===== config.mk =====
export PLATFORM = sky130hd
export DESIGN_NAME = pulse_width_frame_serializer_unit_flat
export DESIGN_NICKNAME = d
export VERILOG_FILES = /design/src/rtl/core/pwfs_pkg.sv /design/src/rtl/core/pwfs_req_if.sv /design/src/rtl/core/pwfs_res_if.sv /design/src/rtl/core/pwfs_cfg_if.sv /design/src/rtl/core/pwfs_cfg_regs.sv /design/src/rtl/core/pwfs_in_stage.sv /design/src/rtl/core/pwfs_engine.sv /design/src/rtl/core/pulse_width_frame_serializer_unit.sv /design/src/flat_wrapper.sv
export SDC_FILE = /design/constraint.sdc
export NUM_CORES = 1
export LEC_CHECK = 0
export BUFFER_PORTS_ARGS = -buffer_cell sky130_fd_sc_hd__buf_2
export CAP_MARGIN = 20
export CORE_UTILIZATION = 55
export DETAILED_ROUTE_END_ITERATION = 7
export PLACE_DENSITY = 0.82
export SLEW_MARGIN = 20
export SYNTH_ARGS = -nofsm -noshare
export SYNTH_HDL_FRONTEND = slang
export SYNTH_SLANG_ARGS = --single-unit

===== constraint.sdc =====
create_clock -name clk -period 8 [get_ports clk]
set_input_delay 1.6 -clock clk [delete_from_list [all_inputs] [get_ports clk]]
set_output_delay 1.6 -clock clk [all_outputs]
set_load 0.1 [all_outputs]

===== src/rtl/core/pwfs_pkg.sv =====
// Shared types, constants and a helper function of the pulse width frame serializer.
package pwfs_pkg;

	localparam int TimeW    = 16;
	localparam int CfgAddrW = 2;
	localparam int ModeW    = 2;
	localparam int CodeW    = 2;
	localparam int DataW    = 8;

	typedef logic [TimeW-1:0] ticks_t;

	typedef enum logic [CfgAddrW-1:0] {
		REG_LONG_PULSE  = 2'd0,
		REG_SHORT_PULSE = 2'd1,
		REG_GAP         = 2'd2
	} cfg_reg_t;

	localparam logic KIND_REQUEST = 1'b0;
	localparam logic KIND_TICK    = 1'b1;

	localparam ticks_t LONG_PULSE_RST  = 16'd50;
	localparam ticks_t SHORT_PULSE_RST = 16'd1;
	localparam ticks_t GAP_RST         = 16'd10;

	typedef struct packed {
		ticks_t long_pulse;
		ticks_t short_pulse;
		ticks_t gap;
	} timing_t;

	typedef struct packed {
		logic             kind;
		logic [ModeW-1:0] mode_bits;
		logic [CodeW-1:0] param_code;
		logic [DataW-1:0] data_byte;
	} req_item_t;

	typedef struct packed {
		logic pin_level;
		logic busy_res;
		logic accepted;
		logic frame_done;
	} res_item_t;

	// A programmed duration of zero counts as one tick.
	function automatic ticks_t at_least_one(input ticks_t v);
		return (v == '0) ? ticks_t'(1) : v;
	endfunction

endpackage


===== src/rtl/core/pwfs_req_if.sv =====
// Request channel: frame requests and time ticks with valid and ready.
interface pwfs_req_if import pwfs_pkg::*; ();
	logic             valid;
	logic             ready;
	logic             kind;
	logic [ModeW-1:0] mode_bits;
	logic [CodeW-1:0] param_code;
	logic [DataW-1:0] data_byte;

	modport source(output valid, kind, mode_bits, param_code, data_byte, input ready);
	modport sink(input valid, kind, mode_bits, param_code, data_byte, output ready);
endinterface


===== src/rtl/core/pwfs_res_if.sv =====
// Result channel: line level and status flags with valid and ready.
interface pwfs_res_if import pwfs_pkg::*; ();
	logic valid;
	logic ready;
	logic pin_level;
	logic busy_res;
	logic accepted;
	logic frame_done;

	modport source(output valid, pin_level, busy_res, accepted, frame_done, input ready);
	modport sink(input valid, pin_level, busy_res, accepted, frame_done, output ready);
endinterface


===== src/rtl/core/pwfs_cfg_if.sv =====
// Configuration write channel: register index and write data with valid and ready.
interface pwfs_cfg_if import pwfs_pkg::*; ();
	logic                valid;
	logic                ready;
	logic [CfgAddrW-1:0] addr;
	logic [TimeW-1:0]    data;

	modport source(output valid, addr, data, input ready);
	modport sink(input valid, addr, data, output ready);
endinterface


===== src/rtl/core/pwfs_cfg_regs.sv =====
// Timing configuration registers written through the configuration channel.
module pwfs_cfg_regs import pwfs_pkg::*; (
	input  logic         clk,
	input  logic         arst_n,
	pwfs_cfg_if.sink     cfg,
	output timing_t      timing
);

	timing_t timing_q;

	assign cfg.ready = 1'b1;
	assign timing    = timing_q;

	always_ff @(posedge clk or negedge arst_n) begin
		if (!arst_n) begin
			timing_q.long_pulse  <= LONG_PULSE_RST;
			timing_q.short_pulse <= SHORT_PULSE_RST;
			timing_q.gap         <= GAP_RST;
		end else if (cfg.valid && cfg.ready) begin
			unique case (cfg_reg_t'(cfg.addr))
				REG_LONG_PULSE:  timing_q.long_pulse  <= cfg.data;
				REG_SHORT_PULSE: timing_q.short_pulse <= cfg.data;
				REG_GAP:         timing_q.gap         <= cfg.data;
				default: ;
			endcase
		end
	end

endmodule


===== src/rtl/core/pwfs_in_stage.sv =====
// Input register that captures one transaction from the request channel.
module pwfs_in_stage import pwfs_pkg::*; (
	input  logic      clk,
	input  logic      arst_n,
	pwfs_req_if.sink  req,
	input  logic      advance,
	output logic      valid_s1,
	output req_item_t item_s1
);

	logic      vld_s1;
	req_item_t itm_s1;

	assign req.ready = !vld_s1 || advance;
	assign valid_s1  = vld_s1;
	assign item_s1   = itm_s1;

	always_ff @(posedge clk or negedge arst_n) begin
		if (!arst_n) begin
			vld_s1 <= 1'b0;
		end else if (req.ready) begin
			vld_s1 <= req.valid;
		end
	end

	always_ff @(posedge clk) begin
		if (req.valid && req.ready) begin
			itm_s1.kind       <= req.kind;
			itm_s1.mode_bits  <= req.mode_bits;
			itm_s1.param_code <= req.param_code;
			itm_s1.data_byte  <= req.data_byte;
		end
	end

endmodule


===== src/rtl/core/pwfs_engine.sv =====
// Frame state, one-step waveform update and the result register.
module pwfs_engine import pwfs_pkg::*; #(
	parameter int MarkRun = 10
) (
	input  logic      clk,
	input  logic      arst_n,
	input  logic      valid_s1,
	input  req_item_t item_s1,
	input  timing_t   timing,
	input  logic      out_ready,
	output logic      advance,
	output logic      res_valid,
	output res_item_t res
);

	localparam int FrameLen = 18 + 2 * MarkRun;
	localparam int BitsW    = $clog2(FrameLen + 1);

	logic [FrameLen-1:0] shift_q, shift_n, frame;
	logic [BitsW-1:0]    bits_left_q, bits_left_n, bits_dec;
	logic                high_q, high_n;
	ticks_t              timer_q, timer_n, timer_dec;
	logic                sending_q, sending_n;
	logic                res_valid_q;
	res_item_t           res_q, res_n;

	assign advance   = !res_valid_q || out_ready;
	assign res_valid = res_valid_q;
	assign res       = res_q;

	assign frame = {1'b1, {MarkRun{1'b0}}, 1'b1, item_s1.mode_bits, item_s1.param_code,
		2'b10, item_s1.data_byte, 1'b0, {MarkRun{1'b1}}, 1'b0};

	assign timer_dec = (timer_q != '0) ? timer_q - ticks_t'(1) : '0;
	assign bits_dec  = (bits_left_q != '0) ? bits_left_q - BitsW'(1) : '0;

	always_comb begin
		shift_n     = shift_q;
		bits_left_n = bits_left_q;
		high_n      = high_q;
		timer_n     = timer_q;
		sending_n   = sending_q;
		res_n       = '0;
		if (item_s1.kind == KIND_REQUEST) begin
			if (!sending_q) begin
				shift_n        = frame;
				bits_left_n    = BitsW'(FrameLen);
				sending_n      = 1'b1;
				high_n         = 1'b1;
				timer_n        = at_least_one(frame[FrameLen-1] ? timing.long_pulse
					: timing.short_pulse);
				res_n.accepted = 1'b1;
			end
			res_n.pin_level = sending_n && high_n;
		end else if (sending_q) begin
			res_n.pin_level = high_q;
			timer_n         = timer_dec;
			if (timer_dec == '0) begin
				if (high_q) begin
					high_n  = 1'b0;
					timer_n = at_least_one(timing.gap);
				end else begin
					bits_left_n = bits_dec;
					if (bits_dec == '0) begin
						sending_n        = 1'b0;
						high_n           = 1'b0;
						res_n.frame_done = 1'b1;
					end else begin
						shift_n = {shift_q[FrameLen-2:0], 1'b0};
						high_n  = 1'b1;
						timer_n = at_least_one(shift_q[FrameLen-2] ? timing.long_pulse
							: timing.short_pulse);
					end
				end
			end
		end
		res_n.busy_res = sending_n;
	end

	always_ff @(posedge clk or negedge arst_n) begin
		if (!arst_n) begin
			shift_q     <= '0;
			bits_left_q <= '0;
			high_q      <= 1'b0;
			timer_q     <= '0;
			sending_q   <= 1'b0;
			res_valid_q <= 1'b0;
		end else if (advance) begin
			res_valid_q <= valid_s1;
			if (valid_s1) begin
				shift_q     <= shift_n;
				bits_left_q <= bits_left_n;
				high_q      <= high_n;
				timer_q     <= timer_n;
				sending_q   <= sending_n;
			end
		end
	end

	always_ff @(posedge clk) begin
		if (advance && valid_s1) begin
			res_q <= res_n;
		end
	end

endmodule


===== src/rtl/core/pulse_width_frame_serializer_unit.sv =====
// Top level of the pulse width one-wire frame serializer.
// Path: each transaction is held in the input register and then in the result register.
// Throughput: one transaction per cycle; the request channel stalls while the result
// channel does and both registers are full.
// Reset: asynchronous, active low; the line is idle and the timing registers take
// their default values (long pulse 50, short pulse 1, gap 10 ticks).
module pulse_width_frame_serializer_unit import pwfs_pkg::*; #(
	parameter int MARK_RUN = 10
) (
	input  logic        clk,
	input  logic        arst_n,
	pwfs_req_if.sink    req,
	pwfs_res_if.source  res,
	pwfs_cfg_if.sink    cfg
);

	timing_t   timing;
	logic      advance;
	logic      valid_s1;
	req_item_t item_s1;
	logic      res_valid;
	res_item_t res_item;

	pwfs_cfg_regs u_cfg_regs (
		.clk    (clk),
		.arst_n (arst_n),
		.cfg    (cfg),
		.timing (timing)
	);

	pwfs_in_stage u_in_stage (
		.clk      (clk),
		.arst_n   (arst_n),
		.req      (req),
		.advance  (advance),
		.valid_s1 (valid_s1),
		.item_s1  (item_s1)
	);

	pwfs_engine #(
		.MarkRun (MARK_RUN)
	) u_engine (
		.clk       (clk),
		.arst_n    (arst_n),
		.valid_s1  (valid_s1),
		.item_s1   (item_s1),
		.timing    (timing),
		.out_ready (res.ready),
		.advance   (advance),
		.res_valid (res_valid),
		.res       (res_item)
	);

	assign res.valid      = res_valid;
	assign res.pin_level  = res_item.pin_level;
	assign res.busy_res   = res_item.busy_res;
	assign res.accepted   = res_item.accepted;
	assign res.frame_done = res_item.frame_done;

	a_accept_starts_frame: assert property (@(posedge clk) disable iff (!arst_n)
		res_valid && res_item.accepted |-> res_item.busy_res && res_item.pin_level)
		else $error("Accepted frame does not start with a high pulse.");

	a_done_ends_frame: assert property (@(posedge clk) disable iff (!arst_n)
		res_valid && res_item.frame_done |-> !res_item.busy_res && !res_item.pin_level)
		else $error("Frame end reported while the line is still busy.");

	a_stall_holds_result: assert property (@(posedge clk) disable iff (!arst_n)
		res_valid && !res.ready |=> res_valid && $stable(res_item))
		else $error("Result register changed while the result channel stalled.");

	a_input_waits: assert property (@(posedge clk) disable iff (!arst_n)
		valid_s1 && !advance |=> valid_s1 && $stable(item_s1))
		else $error("Input register lost a transaction during a stall.");

endmodule


===== src/flat_wrapper.sv =====
// flat-port wrapper written by rule: the top's interface ports become plain ports
module pulse_width_frame_serializer_unit_flat import pwfs_pkg::*;
#(
	parameter int MARK_RUN = 10
)
  (clk, arst_n, req_valid, req_kind, req_mode_bits, req_param_code, req_data_byte, req_ready, res_valid, res_pin_level, res_busy_res, res_accepted, res_frame_done, res_ready, cfg_valid, cfg_addr, cfg_data, cfg_ready);
  pwfs_req_if req_i ();
  pwfs_res_if res_i ();
  pwfs_cfg_if cfg_i ();
  input  logic clk;
  input  logic arst_n;
  input wire logic [$bits(req_i.valid)-1:0] req_valid;
  input wire logic [$bits(req_i.kind)-1:0] req_kind;
  input wire logic [$bits(req_i.mode_bits)-1:0] req_mode_bits;
  input wire logic [$bits(req_i.param_code)-1:0] req_param_code;
  input wire logic [$bits(req_i.data_byte)-1:0] req_data_byte;
  output wire logic [$bits(req_i.ready)-1:0] req_ready;
  output wire logic [$bits(res_i.valid)-1:0] res_valid;
  output wire logic [$bits(res_i.pin_level)-1:0] res_pin_level;
  output wire logic [$bits(res_i.busy_res)-1:0] res_busy_res;
  output wire logic [$bits(res_i.accepted)-1:0] res_accepted;
  output wire logic [$bits(res_i.frame_done)-1:0] res_frame_done;
  input wire logic [$bits(res_i.ready)-1:0] res_ready;
  input wire logic [$bits(cfg_i.valid)-1:0] cfg_valid;
  input wire logic [$bits(cfg_i.addr)-1:0] cfg_addr;
  input wire logic [$bits(cfg_i.data)-1:0] cfg_data;
  output wire logic [$bits(cfg_i.ready)-1:0] cfg_ready;
  assign req_i.valid = req_valid;
  assign req_i.kind = req_kind;
  assign req_i.mode_bits = req_mode_bits;
  assign req_i.param_code = req_param_code;
  assign req_i.data_byte = req_data_byte;
  assign req_ready = req_i.ready;
  assign res_valid = res_i.valid;
  assign res_pin_level = res_i.pin_level;
  assign res_busy_res = res_i.busy_res;
  assign res_accepted = res_i.accepted;
  assign res_frame_done = res_i.frame_done;
  assign res_i.ready = res_ready;
  assign cfg_i.valid = cfg_valid;
  assign cfg_i.addr = cfg_addr;
  assign cfg_i.data = cfg_data;
  assign cfg_ready = cfg_i.ready;
  pulse_width_frame_serializer_unit #(.MARK_RUN(MARK_RUN)) u_core (.clk(clk), .arst_n(arst_n), .req(req_i), .res(res_i), .cfg(cfg_i));
endmodule

==> qor.yml <==
outcome:
  status: "completed"
clock_network:
  clockBufferDepth: 2
  ctsHtreeMaxLevel: 4
  clk_pin_slew_ps: 60
  cts.sinks: 127
  clock_latency_ps: 420
  cts_resized: 0
  post-cts-setup-buffers: 0
  cts_buffers: 17
  hold_buffers: 0
  root_buffer: "clkbuf_16"
  cts_tree: "built"
timing:
  finalHoldViolCount: 0
  fin_skew_ps: 10.2
  period_needed_ps: 4200
  worst_pin_slew_ps: 1010
  slew_headroom: 0.321
  holdWs_ps: 474
  rsz0062_at_grt: "false"
  timing.setup.tns_ps: 0
  slew_violations: 0
  period_share: 0.525
  setup_violations: 0
  fmax_ghz: 0.238
worst_setup_path:
  start_kind: "primary input"
  setup.worst_path.start: "res_ready"
  worstPathArrival_ps: 4500
  path_max_fanout: 25
  regToRegStartpoint: "u_core.u_engine.timer_q[0]$_DFFE_PN0P_"
  cp.required_ps: 8290
  path_class: "primary input to flop"
  r2r_end: "u_core.u_engine.shift_q[34]$_DFFE_PN0P_"
  reg2reg_depth: 9
  end_kind: "flop"
  reg2reg_slack_ps: 3970
synthesis:
  postSynthCellCount: 591
  ys_ff_latch: 127
  syn_nets: 631
  synth_area_mm2: 0.00645
  seq_area_frac_synth: 0.507
  synth_edf_count: 17
  synth_area_per_cell_um2: 10.9
  ys_warn_count: 0
  ys_types: 75
  synth_ff_type: "dfrtp_1"
  ys_async_sr_fraction: 0.866
drt:
  avgRoutedWirePerCell_um: 19.7
  via_per_inst: 6.61
  dr.pass1.iters: 5
  drc: 0
  postRouteAntennaNets: 0
  drt-initial-drc-count: 524
  routed_wl_um: 15300
  vias: 5118
global_route:
  grt_pass1_wl_um: 25100
  grt_max_degree: 67
  antenna_found_initial: 0
  grtUsageTotal: 0.276
  overflow: 0
  grt_pass1_vias: 4958
floorplan:
  die_x_um: 110
  core_area_mm2: 0.0114
  initial_core_util: 0.565
  die-area_mm2: 0.0122
  ios: 43
  die_height_um: 110
  rows: 39
final_layout:
  n_fill_cell: 866
  drive_gt1_frac: 0.246
  areaGrowthSynthToFinish_pct: 12.6
  diodes: 0
  layout.nets: 658
power_and_ir_drop:
  ir_drop_mv: 0.195
  power_density_mw_per_mm2: 259
  cellLeakagePower_nw: 2.92
min_path:
  hold_depth: 1
  hold_path_class: "flop to flop"
  hold_start: "u_core.u_engine.shift_q[22]$_DFFE_PN0P_"
  hold_end: "u_core.u_engine.shift_q[23]$_DFFE_PN0P_"
run:
  drv_cap: 0
placed_design:
  port_buffers: 41
  gp_congestion: 0.948
  dp_hpwl_um: 10300
[per-layer routing]
metal / global-route usage / share of wire / up-vias
li1: - / - / 2287
met1: 0.380 / 0.43 / 2552
met2: 0.425 / 0.47 / 238
met3: 0.0676 / 0.074 / 41
met4: 0.102 / 0.021 / 0
met5: 0 / 0 / -
[how the worst max path moves through the flow]
stage	endpoint
final	u_core.u_engine.shift_q[34]$_DFFE_PN0P_
after global routing	u_core.u_engine.shift_q[32]$_DFFE_PN0P_
after CTS	u_core.u_engine.shift_q[34]$_DFFE_PN0P_
after detailed placement	u_core.u_engine.shift_q[35]$_DFFE_PN0P_
after global placement	u_core.u_engine.shift_q[11]$_DFFE_PN0P_
after floorplan	req_ready
[cell type report]
| cell class | instances | area, um2 | area share |
|---|---|---|---|
| Timing Repair Buffer | 45 | 238 | 0.0328 |
| Multi-Input combinational cell | 410 | 2950 | 0.406 |
| Inverter | 17 | 63.8 | 0.00879 |
| Tap cell | 143 | 179 | 0.0247 |
| Sequential cell | 127 | 3270 | 0.451 |
| Clock inverter | 9 | 88.8 | 0.0122 |
| Clock buffer | 23 | 468 | 0.0645 |
[per-stage QoR]
stage	total power [mW]	std cells	setup slack (ps)	util	area (um2)
3_5_place_dp	1.17	742	3440	0.587	6700
2_1_floorplan	1.06	591	3980	-	6450
5_1_grt	1.96	774	3570	0.636	7260
3_3_place_gp	1.15	742	3580	0.587	6700
6_report	1.88	774	3800	0.636	7260
4_1_cts	1.88	774	3900	0.636	7260
[critical path, stage by stage]
cell      delay (ps)
buf_2             80
nand2b_1         140
nand2_1           90
inv_1            220
nand2_1          550
nor2_1           990
a41oi_1          420
a22o_1           410
[flip-flops by register name, summed over array words and instances (netlist names)]
name and count:
u_core.u_engine.high_q 1, u_core.u_engine.res_valid 1, u_core.u_in_stage.item_s1 13, u_core.u_cfg_regs.timing 48, u_core.u_engine.bits_left_q 6, u_core.u_engine.shift_q 36
u_core.u_in_stage.valid_s1 1, u_core.u_engine.timer_q 16, u_core.u_engine.sending_q 1, u_core.u_engine.res 4
[report_power, final]
| part | leakage, nW | internal (mW) | switching (mW) | total, mW |
|---|---|---|---|---|
| Sequential | 1.41 | 0.755 | 0.110 | 0.865 |
| Clock | 0.263 | 0.443 | 0.272 | 0.715 |
| Combinational | 1.25 | 0.141 | 0.161 | 0.302 |
| Total | 2.92 | 1.34 | 0.543 | 1.88 |
[synthesized netlist by cell type, types with 3 or more instances]
master,n,area share
dfrtp_1,104,0.40
mux2_2,62,0.11
nand2_1,61,0.036
o21ai_0,37,0.029
nor2_1,28,0.016
clkbuf_1,26,0.015
nor4_1,20,0.019
edfxtp_1,17,0.079
a22o_1,16,0.022
inv_1,16,0.0093
a22oi_1,13,0.015
a21o_1,12,0.014
a21oi_1,12,0.0093
nor3_1,11,0.0085
o22a_1,10,0.014
or3_1,9,0.0087
nand2b_1,7,0.0068
nand3_1,7,0.0054
buf_2,6,0.0047
dfstp_2,6,0.024
o221ai_1,6,0.0081
a31oi_1,5,0.0049
and3_1,5,0.0049
or4_1,5,0.0058
a221o_1,4,0.0062
ha_1,4,0.0078
o211ai_1,4,0.0047
a221oi_1,3,0.0041
a41oi_1,3,0.0041
and2_1,3,0.0029
nand3b_1,3,0.0035
nand4_1,3,0.0029
o31a_1,3,0.0041
[cell families (layout without fill, tap and decap cells)]
logic type                 after synthesis  in the layout  synth area share
and+or+nand+nor                        188            188             0.162
xor gates and xnor gates                 2              2           0.00272
DFF                                    127            127             0.507
buffers and inverters                   54             94            0.0361
AOI/OAI and AO/OA                      152            152             0.174
muxes                                   63             63             0.110
other                                    1              1          0.000582
adders and majority gates                4              4           0.00776
[placed cells by master, fill, tap and decap left out, types with 6 or more instances in the layout]
cell type / count
dfrtp_1: 104
mux2_2: 62
nand2_1: 61
buf_2: 40
o21ai_0: 37
nor2_1: 28
nor4_1: 20
clkbuf_16: 17
edfxtp_1: 17
inv_1: 16
a22o_1: 16
a22oi_1: 13
a21oi_1: 12
a21o_1: 12
nor3_1: 11
o22a_1: 10
or3_1: 9
nand2b_1: 7
nand3_1: 7
o221ai_1: 6
dfstp_2: 6
(Power assumes the default switching activity.)
